==> config.mk <==
export PLATFORM = sky130hd
export DESIGN_NAME = vehicle_speed_trap_flat
export DESIGN_NICKNAME = d
export VERILOG_FILES = /design/src/sv/vst_pkg.sv /design/src/sv/vst_if.sv /design/src/sv/vst_ram.sv /design/src/sv/vehicle_speed_trap.sv /design/src/flat_wrapper.sv
export SDC_FILE = /design/constraint.sdc
export NUM_CORES = 2
export LEC_CHECK = 0
export ABC_AREA = 0
export BUFFER_PORTS_ARGS = -buffer_cell sky130_fd_sc_hd__buf_4
export CAP_MARGIN = 10
export CORE_ASPECT_RATIO = 0.7
export CORE_MARGIN = 4
export CORE_UTILIZATION = 50
export DETAILED_ROUTE_END_ITERATION = 12
export GPL_TIMING_DRIVEN = 0
export PLACE_DENSITY = 0.65
export SYNTH_ARGS = -nofsm -noshare
export SYNTH_HDL_FRONTEND = slang
export SYNTH_SLANG_ARGS = --single-unit
==> constraint.sdc <==
create_clock -name clk -period 22.1 [get_ports clk]
set_input_delay 4.42 -clock clk [delete_from_list [all_inputs] [get_ports clk]]
set_output_delay 4.42 -clock clk [all_outputs]
set_load 0.02 [all_outputs]
==> src/sv/vst_pkg.sv <==
// vst_pkg: shared widths, constants and register indexes of the speed trap
// no dependencies; used by the channel interfaces and the top level

package vst_pkg;

  // field widths of the channels
  localparam int SLOT_W      = 6;
  localparam int POS_W       = 12;
  localparam int FRAME_IN_W  = 16;
  localparam int PPM_W       = 16;
  localparam int FPS_W       = 8;
  localparam int SPEED_W     = 16;

  // default sizing
  localparam int SLOTS_DEF      = 64;
  localparam int FRAME_BITS_DEF = 16;

  // 3.6 km/h per m/s, times 16 for the output unit, times 256 for the q8 scale
  localparam int SCALE_W = 14;
  localparam logic [SCALE_W-1:0] SPEED_SCALE = 14'd14746;
  localparam logic [SPEED_W-1:0] SPEED_MAX   = 16'hFFFF;

  // numerator widths: distance, distance * fps, full numerator
  localparam int DIST_W     = POS_W + 1;
  localparam int NUM1_W     = DIST_W + FPS_W;
  localparam int NUM_W      = NUM1_W + SCALE_W;
  localparam int DIV_CNT_W  = $clog2(NUM_W + 1);

  // configuration port
  localparam int CFG_IDX_W  = 8;
  localparam int CFG_DATA_W = 16;

  localparam logic [CFG_IDX_W-1:0] CFG_START_LINE_X = 8'd0;
  localparam logic [CFG_IDX_W-1:0] CFG_END_LINE_X   = 8'd1;
  localparam logic [CFG_IDX_W-1:0] CFG_PPM_Q8       = 8'd2;
  localparam logic [CFG_IDX_W-1:0] CFG_FPS          = 8'd3;

  localparam logic [POS_W-1:0] START_LINE_RST = 12'd0;
  localparam logic [POS_W-1:0] END_LINE_RST   = 12'd0;
  localparam logic [PPM_W-1:0] PPM_RST        = 16'd256;
  localparam logic [FPS_W-1:0] FPS_RST        = 8'd30;

endpackage

==> src/sv/vst_if.sv <==
// vst_if: valid/ready channel interfaces of the speed trap (input, result, config)
// depends on vst_pkg for field widths

interface vst_in_if import vst_pkg::*; ();
  logic                  valid;
  logic                  ready;
  logic [SLOT_W-1:0]     slot;
  logic                  track_live;
  logic                  heading_left;
  logic [POS_W-1:0]      box_left;
  logic [POS_W-1:0]      box_width;
  logic [FRAME_IN_W-1:0] frame_number;

  modport source (
    output valid, slot, track_live, heading_left, box_left, box_width, frame_number,
    input  ready
  );
  modport sink (
    input  valid, slot, track_live, heading_left, box_left, box_width, frame_number,
    output ready
  );
endinterface

interface vst_out_if import vst_pkg::*; ();
  logic               valid;
  logic               ready;
  logic [SLOT_W-1:0]  done_slot;
  logic [SPEED_W-1:0] speed_sixteenths_kmh;
  logic               speed_saturated;

  modport source (
    output valid, done_slot, speed_sixteenths_kmh, speed_saturated,
    input  ready
  );
  modport sink (
    input  valid, done_slot, speed_sixteenths_kmh, speed_saturated,
    output ready
  );
endinterface

interface vst_cfg_if import vst_pkg::*; ();
  logic                  valid;
  logic                  ready;
  logic [CFG_IDX_W-1:0]  index;
  logic [CFG_DATA_W-1:0] data;

  modport source (output valid, index, data, input ready);
  modport sink   (input valid, index, data, output ready);
endinterface

==> src/sv/vst_ram.sv <==
// vst_ram: generic simple dual-port ram, one write and one registered read port
// no dependencies

module vst_ram #(
  parameter int WIDTH = 8,
  parameter int DEPTH = 64
) (
  input  logic                     clk,
  input  logic                     wr_en,
  input  logic [$clog2(DEPTH)-1:0] wr_addr,
  input  logic [WIDTH-1:0]         wr_data,
  input  logic                     rd_en,
  input  logic [$clog2(DEPTH)-1:0] rd_addr,
  output logic [WIDTH-1:0]         rd_data
);

  logic [WIDTH-1:0] mem [DEPTH];

  always_ff @(posedge clk) begin
    if (wr_en) begin
      mem[wr_addr] <= wr_data;
    end
    if (rd_en) begin
      rd_data <= mem[rd_addr];
    end
  end

endmodule

==> src/sv/vehicle_speed_trap.sv <==
// vehicle_speed_trap: per-slot speed trap between two calibration lines
// depends on vst_pkg, vst_if (channel interfaces) and vst_ram

// Each request names one tracked object by slot. A live object that reaches its
// entry line (start line when heading left, end line when heading right) has its
// frame number and left edge recorded; when it reaches its exit line one result
// is returned with speed = |right edge - entry left| * fps * 14746 /
// (pixels_per_meter_q8 * elapsed frames) in 1/16 km/h, forced to 65535 with the
// saturated flag when elapsed frames or scale is zero or the quotient exceeds
// 16 bits. A request that is ignored (not live, slot out of range) leaves the
// block idle, one that gives no result is only evaluated, and one that gives a
// result also passes a single shared multiplier used three times in a row and
// a radix-2 divider (skipped when the divisor is zero) that retires one of 35
// quotient bits per cycle. A result waits in an output register, and the next
// request is taken while it waits. After reset a clearing pass wipes the slot
// activity table; no request is taken during it, configuration writes are.
// Configuration is expected to change only while the block is idle.

module vehicle_speed_trap import vst_pkg::*; #(
  parameter int SLOTS      = SLOTS_DEF,
  parameter int FRAME_BITS = FRAME_BITS_DEF
) (
  input  logic   clk,
  input  logic   rst_n,
  vst_cfg_if.sink  cfg_chan,
  vst_in_if.sink   in_chan,
  vst_out_if.source out_chan
);

  localparam int SLOT_AW = $clog2(SLOTS);
  localparam int DEN_W   = PPM_W + FRAME_BITS;
  localparam int MUL_BW  = (FRAME_BITS > SCALE_W) ? FRAME_BITS : SCALE_W;
  localparam int PROD_W  = NUM1_W + MUL_BW;
  localparam int ENTRY_W = POS_W + FRAME_BITS;

  typedef enum logic [7:0] {
    ST_CLEAR    = 8'b0000_0001,
    ST_IDLE     = 8'b0000_0010,
    ST_EVAL     = 8'b0000_0100,
    ST_MUL_DEN  = 8'b0000_1000,
    ST_MUL_NUM1 = 8'b0001_0000,
    ST_MUL_NUM2 = 8'b0010_0000,
    ST_DIV      = 8'b0100_0000,
    ST_DONE     = 8'b1000_0000
  } state_t;

  state_t state_r, state_nxt;

  // configuration registers
  logic [POS_W-1:0] start_line_r;
  logic [POS_W-1:0] end_line_r;
  logic [PPM_W-1:0] ppm_r;
  logic [FPS_W-1:0] fps_r;

  // captured request
  logic [SLOT_W-1:0]     slot_r;
  logic                  left_r;
  logic [POS_W-1:0]      bx_r;
  logic [POS_W-1:0]      bw_r;
  logic [FRAME_BITS-1:0] frame_r;

  // arithmetic
  logic [DIST_W-1:0]     dist_r;
  logic [FRAME_BITS-1:0] elapsed_r;
  logic [DEN_W-1:0]      den_r;
  logic [DEN_W-1:0]      rem_r;
  logic [NUM_W-1:0]      quo_r;
  logic [DIV_CNT_W-1:0]  div_cnt_r;

  // clearing pass
  logic [SLOT_AW-1:0] clr_idx_r;

  // result register
  logic               out_valid_r;
  logic [SLOT_W-1:0]  done_slot_r;
  logic [SPEED_W-1:0] speed_r;
  logic               sat_r;

  // table rams
  logic               act_wr_en;
  logic [SLOT_AW-1:0] act_wr_addr;
  logic               act_wr_data;
  logic               act_rd;
  logic               ent_wr_en;
  logic [ENTRY_W-1:0] ent_rd;
  logic               rd_en;
  logic [SLOT_AW-1:0] rd_addr;
  logic [SLOT_AW-1:0] slot_addr;

  // request handshake
  logic in_accept;
  logic in_take;
  logic cfg_accept;

  assign in_chan.ready  = state_r[1];  // ST_IDLE bit
  assign in_accept      = in_chan.valid & in_chan.ready;
  assign in_take        = in_accept & in_chan.track_live
                        & (32'(in_chan.slot) < 32'(SLOTS));
  assign cfg_chan.ready = 1'b1;
  assign cfg_accept     = cfg_chan.valid & cfg_chan.ready;

  assign rd_en     = in_take;
  assign rd_addr   = SLOT_AW'(in_chan.slot);
  assign slot_addr = SLOT_AW'(slot_r);

  // ---------------------------------------------------------------------------
  // entry / exit decision, evaluated the cycle after the table read
  // ---------------------------------------------------------------------------
  logic [DIST_W-1:0]     right_edge;
  logic                  entering;
  logic                  leaving;
  logic                  ent_set;
  logic                  act_mid;
  logic [POS_W-1:0]      pos_eff;
  logic [FRAME_BITS-1:0] frame_eff;
  logic                  finish;

  assign right_edge = DIST_W'(bx_r) + DIST_W'(bw_r);
  assign entering   = left_r ? (bx_r >= start_line_r) : (bx_r <= end_line_r);
  assign leaving    = left_r ? (right_edge <= DIST_W'(end_line_r)) : (bx_r >= start_line_r);
  // slot not yet timing and entry line reached: timing starts in this request
  assign ent_set    = ~act_rd & entering;
  assign act_mid    = act_rd | ent_set;
  assign pos_eff    = ent_set ? bx_r : ent_rd[FRAME_BITS +: POS_W];
  assign frame_eff  = ent_set ? frame_r : ent_rd[FRAME_BITS-1:0];
  assign finish     = act_mid & leaving;

  // activity table: cleared by the sweep, rewritten once per evaluated request
  always_comb begin
    act_wr_en   = 1'b0;
    act_wr_addr = slot_addr;
    act_wr_data = 1'b0;
    if (state_r == ST_CLEAR) begin
      act_wr_en   = 1'b1;
      act_wr_addr = clr_idx_r;
    end else if (state_r == ST_EVAL) begin
      act_wr_en   = 1'b1;
      act_wr_data = act_mid & ~leaving;
    end
  end

  assign ent_wr_en = (state_r == ST_EVAL) & ent_set;

  vst_ram #(
    .WIDTH (1),
    .DEPTH (SLOTS)
  ) u_act_ram (
    .clk     (clk),
    .wr_en   (act_wr_en),
    .wr_addr (act_wr_addr),
    .wr_data (act_wr_data),
    .rd_en   (rd_en),
    .rd_addr (rd_addr),
    .rd_data (act_rd)
  );

  // entry left edge and frame, written only when timing starts
  vst_ram #(
    .WIDTH (ENTRY_W),
    .DEPTH (SLOTS)
  ) u_entry_ram (
    .clk     (clk),
    .wr_en   (ent_wr_en),
    .wr_addr (slot_addr),
    .wr_data ({bx_r, frame_r}),
    .rd_en   (rd_en),
    .rd_addr (rd_addr),
    .rd_data (ent_rd)
  );

  // ---------------------------------------------------------------------------
  // shared multiplier: denominator, then distance * fps, then * scale
  // ---------------------------------------------------------------------------
  logic [NUM1_W-1:0] mul_a;
  logic [MUL_BW-1:0] mul_b;
  logic [PROD_W-1:0] mul_p;

  always_comb begin
    case (state_r)
      ST_MUL_DEN: begin
        mul_a = NUM1_W'(ppm_r);
        mul_b = MUL_BW'(elapsed_r);
      end
      ST_MUL_NUM1: begin
        mul_a = NUM1_W'(dist_r);
        mul_b = MUL_BW'(fps_r);
      end
      ST_MUL_NUM2: begin
        mul_a = quo_r[NUM1_W-1:0];
        mul_b = MUL_BW'(SPEED_SCALE);
      end
      default: begin
        mul_a = '0;
        mul_b = '0;
      end
    endcase
  end

  assign mul_p = PROD_W'(mul_a) * PROD_W'(mul_b);

  // ---------------------------------------------------------------------------
  // restoring divider step: one quotient bit per cycle
  // ---------------------------------------------------------------------------
  logic [DEN_W:0]   trial;
  logic [DEN_W:0]   diff;
  logic             q_bit;
  logic             den_zero;
  logic             quo_over;

  assign trial    = {rem_r, quo_r[NUM_W-1]};
  assign diff     = trial - {1'b0, den_r};
  assign q_bit    = ~diff[DEN_W];
  assign den_zero = (den_r == '0);
  assign quo_over = |quo_r[NUM_W-1:SPEED_W];

  // ---------------------------------------------------------------------------
  // sequencer
  // ---------------------------------------------------------------------------
  logic out_load;

  assign out_load = (state_r == ST_DONE) & (~out_valid_r | out_chan.ready);

  always_comb begin
    state_nxt = state_r;
    unique case (state_r)
      ST_CLEAR: begin
        if (clr_idx_r == SLOT_AW'(SLOTS - 1)) begin
          state_nxt = ST_IDLE;
        end
      end
      ST_IDLE: begin
        if (in_take) begin
          state_nxt = ST_EVAL;
        end
      end
      ST_EVAL: begin
        state_nxt = finish ? ST_MUL_DEN : ST_IDLE;
      end
      ST_MUL_DEN: begin
        state_nxt = ST_MUL_NUM1;
      end
      ST_MUL_NUM1: begin
        state_nxt = ST_MUL_NUM2;
      end
      ST_MUL_NUM2: begin
        // zero divisor saturates without dividing
        state_nxt = den_zero ? ST_DONE : ST_DIV;
      end
      ST_DIV: begin
        if (div_cnt_r == DIV_CNT_W'(NUM_W - 1)) begin
          state_nxt = ST_DONE;
        end
      end
      ST_DONE: begin
        if (out_load) begin
          state_nxt = ST_IDLE;
        end
      end
      default: begin
        state_nxt = ST_IDLE;
      end
    endcase
  end

  // control state
  always_ff @(posedge clk) begin
    if (!rst_n) begin
      state_r     <= ST_CLEAR;
      clr_idx_r   <= '0;
      out_valid_r <= 1'b0;
    end else begin
      state_r <= state_nxt;
      if (state_r == ST_CLEAR) begin
        clr_idx_r <= clr_idx_r + 1'b1;
      end
      if (out_load) begin
        out_valid_r <= 1'b1;
      end else if (out_chan.ready) begin
        out_valid_r <= 1'b0;
      end
    end
  end

  // configuration registers
  always_ff @(posedge clk) begin
    if (!rst_n) begin
      start_line_r <= START_LINE_RST;
      end_line_r   <= END_LINE_RST;
      ppm_r        <= PPM_RST;
      fps_r        <= FPS_RST;
    end else if (cfg_accept) begin
      unique case (cfg_chan.index)
        CFG_START_LINE_X: start_line_r <= cfg_chan.data[POS_W-1:0];
        CFG_END_LINE_X:   end_line_r   <= cfg_chan.data[POS_W-1:0];
        CFG_PPM_Q8:       ppm_r        <= cfg_chan.data[PPM_W-1:0];
        CFG_FPS:          fps_r        <= cfg_chan.data[FPS_W-1:0];
        default: begin
        end
      endcase
    end
  end

  // datapath registers
  always_ff @(posedge clk) begin
    if (in_take) begin
      slot_r  <= in_chan.slot;
      left_r  <= in_chan.heading_left;
      bx_r    <= in_chan.box_left;
      bw_r    <= in_chan.box_width;
      frame_r <= FRAME_BITS'(in_chan.frame_number);
    end

    if (state_r == ST_EVAL) begin
      dist_r    <= (right_edge >= DIST_W'(pos_eff)) ? right_edge - DIST_W'(pos_eff)
                                                    : DIST_W'(pos_eff) - right_edge;
      elapsed_r <= frame_r - frame_eff;  // wraps modulo the frame counter
    end

    if (state_r == ST_MUL_DEN) begin
      den_r <= mul_p[DEN_W-1:0];
    end

    if ((state_r == ST_MUL_NUM1) || (state_r == ST_MUL_NUM2)) begin
      quo_r <= mul_p[NUM_W-1:0];
    end else if (state_r == ST_DIV) begin
      quo_r <= {quo_r[NUM_W-2:0], q_bit};
    end

    if (state_r == ST_MUL_NUM2) begin
      rem_r     <= '0;
      div_cnt_r <= '0;
    end else if (state_r == ST_DIV) begin
      rem_r     <= q_bit ? diff[DEN_W-1:0] : trial[DEN_W-1:0];
      div_cnt_r <= div_cnt_r + 1'b1;
    end

    if (out_load) begin
      done_slot_r <= slot_r;
      sat_r       <= den_zero | quo_over;
      speed_r     <= (den_zero | quo_over) ? SPEED_MAX : quo_r[SPEED_W-1:0];
    end
  end

  assign out_chan.valid                = out_valid_r;
  assign out_chan.done_slot            = done_slot_r;
  assign out_chan.speed_sixteenths_kmh = speed_r;
  assign out_chan.speed_saturated      = sat_r;

endmodule

==> src/flat_wrapper.sv <==
// flat-port wrapper written by rule: the top's interface ports become plain ports
module vehicle_speed_trap_flat import vst_pkg::*;
#(
  parameter int SLOTS      = SLOTS_DEF,
  parameter int FRAME_BITS = FRAME_BITS_DEF
)
  (clk, rst_n, cfg_chan_valid, cfg_chan_index, cfg_chan_data, cfg_chan_ready, in_chan_valid, in_chan_slot, in_chan_track_live, in_chan_heading_left, in_chan_box_left, in_chan_box_width, in_chan_frame_number, in_chan_ready, out_chan_valid, out_chan_done_slot, out_chan_speed_sixteenths_kmh, out_chan_speed_saturated, out_chan_ready);
  vst_cfg_if cfg_chan_i ();
  vst_in_if in_chan_i ();
  vst_out_if out_chan_i ();
  input  logic clk;
  input  logic rst_n;
  input wire logic [$bits(cfg_chan_i.valid)-1:0] cfg_chan_valid;
  input wire logic [$bits(cfg_chan_i.index)-1:0] cfg_chan_index;
  input wire logic [$bits(cfg_chan_i.data)-1:0] cfg_chan_data;
  output wire logic [$bits(cfg_chan_i.ready)-1:0] cfg_chan_ready;
  input wire logic [$bits(in_chan_i.valid)-1:0] in_chan_valid;
  input wire logic [$bits(in_chan_i.slot)-1:0] in_chan_slot;
  input wire logic [$bits(in_chan_i.track_live)-1:0] in_chan_track_live;
  input wire logic [$bits(in_chan_i.heading_left)-1:0] in_chan_heading_left;
  input wire logic [$bits(in_chan_i.box_left)-1:0] in_chan_box_left;
  input wire logic [$bits(in_chan_i.box_width)-1:0] in_chan_box_width;
  input wire logic [$bits(in_chan_i.frame_number)-1:0] in_chan_frame_number;
  output wire logic [$bits(in_chan_i.ready)-1:0] in_chan_ready;
  output wire logic [$bits(out_chan_i.valid)-1:0] out_chan_valid;
  output wire logic [$bits(out_chan_i.done_slot)-1:0] out_chan_done_slot;
  output wire logic [$bits(out_chan_i.speed_sixteenths_kmh)-1:0] out_chan_speed_sixteenths_kmh;
  output wire logic [$bits(out_chan_i.speed_saturated)-1:0] out_chan_speed_saturated;
  input wire logic [$bits(out_chan_i.ready)-1:0] out_chan_ready;
  assign cfg_chan_i.valid = cfg_chan_valid;
  assign cfg_chan_i.index = cfg_chan_index;
  assign cfg_chan_i.data = cfg_chan_data;
  assign cfg_chan_ready = cfg_chan_i.ready;
  assign in_chan_i.valid = in_chan_valid;
  assign in_chan_i.slot = in_chan_slot;
  assign in_chan_i.track_live = in_chan_track_live;
  assign in_chan_i.heading_left = in_chan_heading_left;
  assign in_chan_i.box_left = in_chan_box_left;
  assign in_chan_i.box_width = in_chan_box_width;
  assign in_chan_i.frame_number = in_chan_frame_number;
  assign in_chan_ready = in_chan_i.ready;
  assign out_chan_valid = out_chan_i.valid;
  assign out_chan_done_slot = out_chan_i.done_slot;
  assign out_chan_speed_sixteenths_kmh = out_chan_i.speed_sixteenths_kmh;
  assign out_chan_speed_saturated = out_chan_i.speed_saturated;
  assign out_chan_i.ready = out_chan_ready;
  vehicle_speed_trap #(.SLOTS(SLOTS), .FRAME_BITS(FRAME_BITS)) u_core (.clk(clk), .rst_n(rst_n), .cfg_chan(cfg_chan_i), .in_chan(in_chan_i), .out_chan(out_chan_i));
endmodule
==> summary.txt <==
Critical path
  • Worst EP required: 22.64 ns
  • Arr. time, crit path: approximately 10 ns
  • Buf+Inv Stages, Crit Path: 4
  • Cell at the slowest stage of the critical path: buf_2
  • Largest delay share family, worst path: adder cells
  • CP Launch Type: flop
  • Cell repeated most along the worst path: fa_1
  • Critical path endpoint category: flop
  • Setup CP Type: flop to flop
  • Crit path max fanout: 41
  • Worst path max stage delay: around 0.93 ns

Power and ir drop
  • Worst vdd ir: between 70 and 80 uV
  • Pleak: 38.48 nW
  • Power per cell area: 76.91 nW/um^2

Global route
  • Initial antenna violation count: 21
  • Total GRT Usage: 0.2691
  • Total congestion overflow: 0
  • Vias in the first global route: approximately 53,000
  • First-pass GRT wire length: 387,400 um
  • Largest net degree at the start of global routing: 43

Routing
  • DRC violations left: 0
  • Antenna Violating Nets Remaining: 0
  • Vias per std cell: between 6 and 7
  • WL final: 270,100 um
  • Drt wl/cell: between 30 and 40 um
  • Drt pass-1 iters: 8
  • Via count: around 54,000
  • Detailed Route Iter0 Violations: 7,416

Layout
  • Layout cell share with drive strength beyond 1: 0.2219
  • Most common cell after layout, fill and taps aside: edfxtp_1
  • Most frequent cells in the layout: edfxtp_1 (2,051), mux4_2 (609), inv_1 (400)
  • Post-route cell area: 112,300 um^2
  • Layout Nets: between 6,000 and 7,000
  • Area delta synth->final: 15.38%
  • Fill cell total of the finished layout: 14,450

Synth
  • Post-synthesis adder-cell area fraction: 0.08338
  • Synth Area in Compound Gates: 0.02952
  • Register area share after synthesis: 0.6534
  • Register bit count reported by yosys: approximately 2,200
  • Post-synth ARST share: 0
  • Post-synthesis area per instance: 17.70 um^2
  • Main combinational cell family by area after synthesis: multiplexers
  • Post-Syn Area: 97,360 um^2
  • Synth cell types: 86
  • Synth Area in XOR/XNOR: 0.008726
  • Cell count after synthesis: 5,501
  • Simple-Gate Fraction of Synth Area: 0.04535
  • Post-synthesis mux area share: 0.1535
  • Number of synthesized flops with an enable pin: 2,051
  • Yosys warns: 0
  • Most used DFF post-synth: edfxtp_1

Timing
  • Slew of the pin with the lowest slew margin: 1.355 ns
  • Setup TNS: 0 ns
  • Final setup violation count: 0
  • Rel. slew slack: 0.09682
  • Unrepaired setup endpoints after global routing: no
  • Max-slew violation count: 0
  • Fmax: 101.2 MHz
  • Max Clock Skew: 0.07855 ns
  • Tmin final: ~10 ns
  • Final hold violations: 0
  • Fin crit share: 0.4473

Placement
  • Port Buffers: 100
  • Gp weighted congestion: 0.9631
  • Detailed Place HPWL: 197,400 um
  • Area after DPL: 105,900 um^2

CTS
  • CTS root buffer: clkbuf_16
  • Post-CTS Setup Bufs: 0
  • Clock Tree Buf Depth: 4
  • TritonCTS clock tree: yes
  • Htree depth: 4
  • Clock-pin slew on the worst setup and hold paths: 0.06 ns
  • Post-cts resize count: 0
  • CTS Buf Count: 204
  • Clock Latency Late Sink: around 0.87 ns
  • Post-CTS Hold Fix Bufs: 0
  • Sink Count: roughly 2,200

Min path
  • HP Class: flop to flop

Floorplan
  • Area of the core: 193,600 um^2
  • Initial Utilization: 0.5030
  • FP Rows: ~140
  • Die Footprint: just over 200,000 um^2
  • Die Ht: 377.2 um
  • Die Span X: between 500 and 600 um
  • Ports: 103

Outcome
  • Status: complete, no violations

Job
  • Max Cap Violations: 0
## per-stage QoR
step,total power [mW],std cells,util,hold slack [ns],setup slack (ns)
3_5_place_dp,5.259,8402,0.5469,0.4819,12.49
3_3_place_gp,5.217,8240,0.5244,0.4654,10.75
4_1_cts,8.677,8759,0.5801,0.4906,12.41
2_1_floorplan,4.976,5537,-,0.4244,14.51
5_1_grt,8.901,8760,0.5802,0.5205,11.84
6_report,8.640,8766,0.5803,0.4936,12.21
## layer usage
metal  routed length [um]  vias to the layer above  track usage
li1                     -                    22230            -
met1               116100                    28530       0.4180
met2               114100                     2913       0.3727
met3                32400                      365      0.07960
met4                 7451                        4      0.06926
met5                   27                        -            0
## sequential cells by signal (all words and copies together) (netlist names), 13 cells and up
signal,cells
u_core.elapsed_r,16
u_core.u_entry_ram.rd_data,28
u_core.dist_r,13
u_core.ppm_r,16
u_core.quo_r,35
u_core.out_chan.speed_sixteenths_kmh,16
u_core.den_r,32
u_core.frame_r,16
u_core.rem_r,32
u_core.u_entry_ram.mem,1792
u_core.u_act_ram.mem,64
## cells by family after synthesis
kind of cell / Yosys count
fa+ha+maj: 488
mux: 729
other cells: 2
simple gates: 961
xor+xnor: 97
buf+inv: 645
flops: 2152
compound gates: 427
## where the power goes
group / internal [mW] / switching (mW) / total (mW)
Combinational: 0.277 / 0.408 / 0.685
Sequential: 4.47 / 0.0221 / 4.49
Clock: 1.95 / 1.51 / 3.46
Total: 6.70 / 1.94 / 8.64
## cell type report
| type | instances | area, um^2 | area share |
|---|---|---|---|
| multi-input cells | 2740 | 31860 | 0.2836 |
| diodes | 6 | 15.01 | 0.0001337 |
| well taps | 2603 | 3257 | 0.02899 |
| flip-flops and latches | 2152 | 63610 | 0.5663 |
| plain buffers | 245 | 1036 | 0.009222 |
| inverters | 400 | 1501 | 0.01337 |
| repair buffers | 263 | 4623 | 0.04116 |
| clock inverters | 107 | 1044 | 0.009289 |
| clock buffers | 250 | 5390 | 0.04798 |
## worst register-to-register path, cell delays in order, from the launching register on
cell,delay (ns)
dfxtp_1,0.35
nor4_1,0.41
and2_1,0.25
nand2_1,0.07
nor2_1,0.50
clkbuf_1,0.60
buf_2,0.93
nand2_1,0.69
nor2_1,0.29
fa_1,0.45
fa_1,0.50
fa_1,0.55
fa_1,0.44
fa_1,0.50
inv_1,0.06
fa_1,0.48
inv_1,0.10
ha_1,0.38
o21a_1,0.21
o21bai_1,0.21
nor4bb_1,0.09
o21ai_1,0.19
a21oi_1,0.21
a221o_1,0.42
a311oi_1,0.33
xnor2_1,0.23
o21ai_0,0.13
## synthesized netlist by cell type (22+ instances only)
cell | n | area share
nor2b_1 | 59 | 0.0038
nor2_1 | 329 | 0.013
nor3_1 | 29 | 0.0015
mux2_2 | 22 | 0.0025
dfxtp_1 | 101 | 0.021
o21ai_0 | 79 | 0.0041
mux4_2 | 609 | 0.14
xor2_1 | 34 | 0.0031
clkbuf_1 | 166 | 0.0064
fa_1 | 268 | 0.055
o21a_1 | 23 | 0.0018
or2_2 | 35 | 0.0022
edfxtp_1 | 2051 | 0.63
inv_1 | 400 | 0.015
buf_2 | 58 | 0.0030
xnor2_1 | 63 | 0.0057
mux2i_1 | 97 | 0.010
a21oi_1 | 110 | 0.0057
ha_1 | 220 | 0.028
nand2_1 | 315 | 0.012
nand2b_1 | 30 | 0.0019
nand3_1 | 31 | 0.0016
and2_1 | 23 | 0.0015
a21o_1 | 54 | 0.0042
## path summary, 6_finish.rpt
check | startpoint | end | slack (ns) | cells past startpoint
worst max register to register | u_core.state_r[2] | u_core.quo_r[34] | 12.21 | 26
worst min register to register | u_core.div_cnt_r[5] | u_core.div_cnt_r[5] | 0.49 | 2
worst max-delay path | u_core.state_r[2] | u_core.quo_r[34] | 12.21 | 26
worst min-delay path | u_core.div_cnt_r[5] | u_core.div_cnt_r[5] | 0.49 | 2
Note: power is estimated with default switching activity, not from simulation.
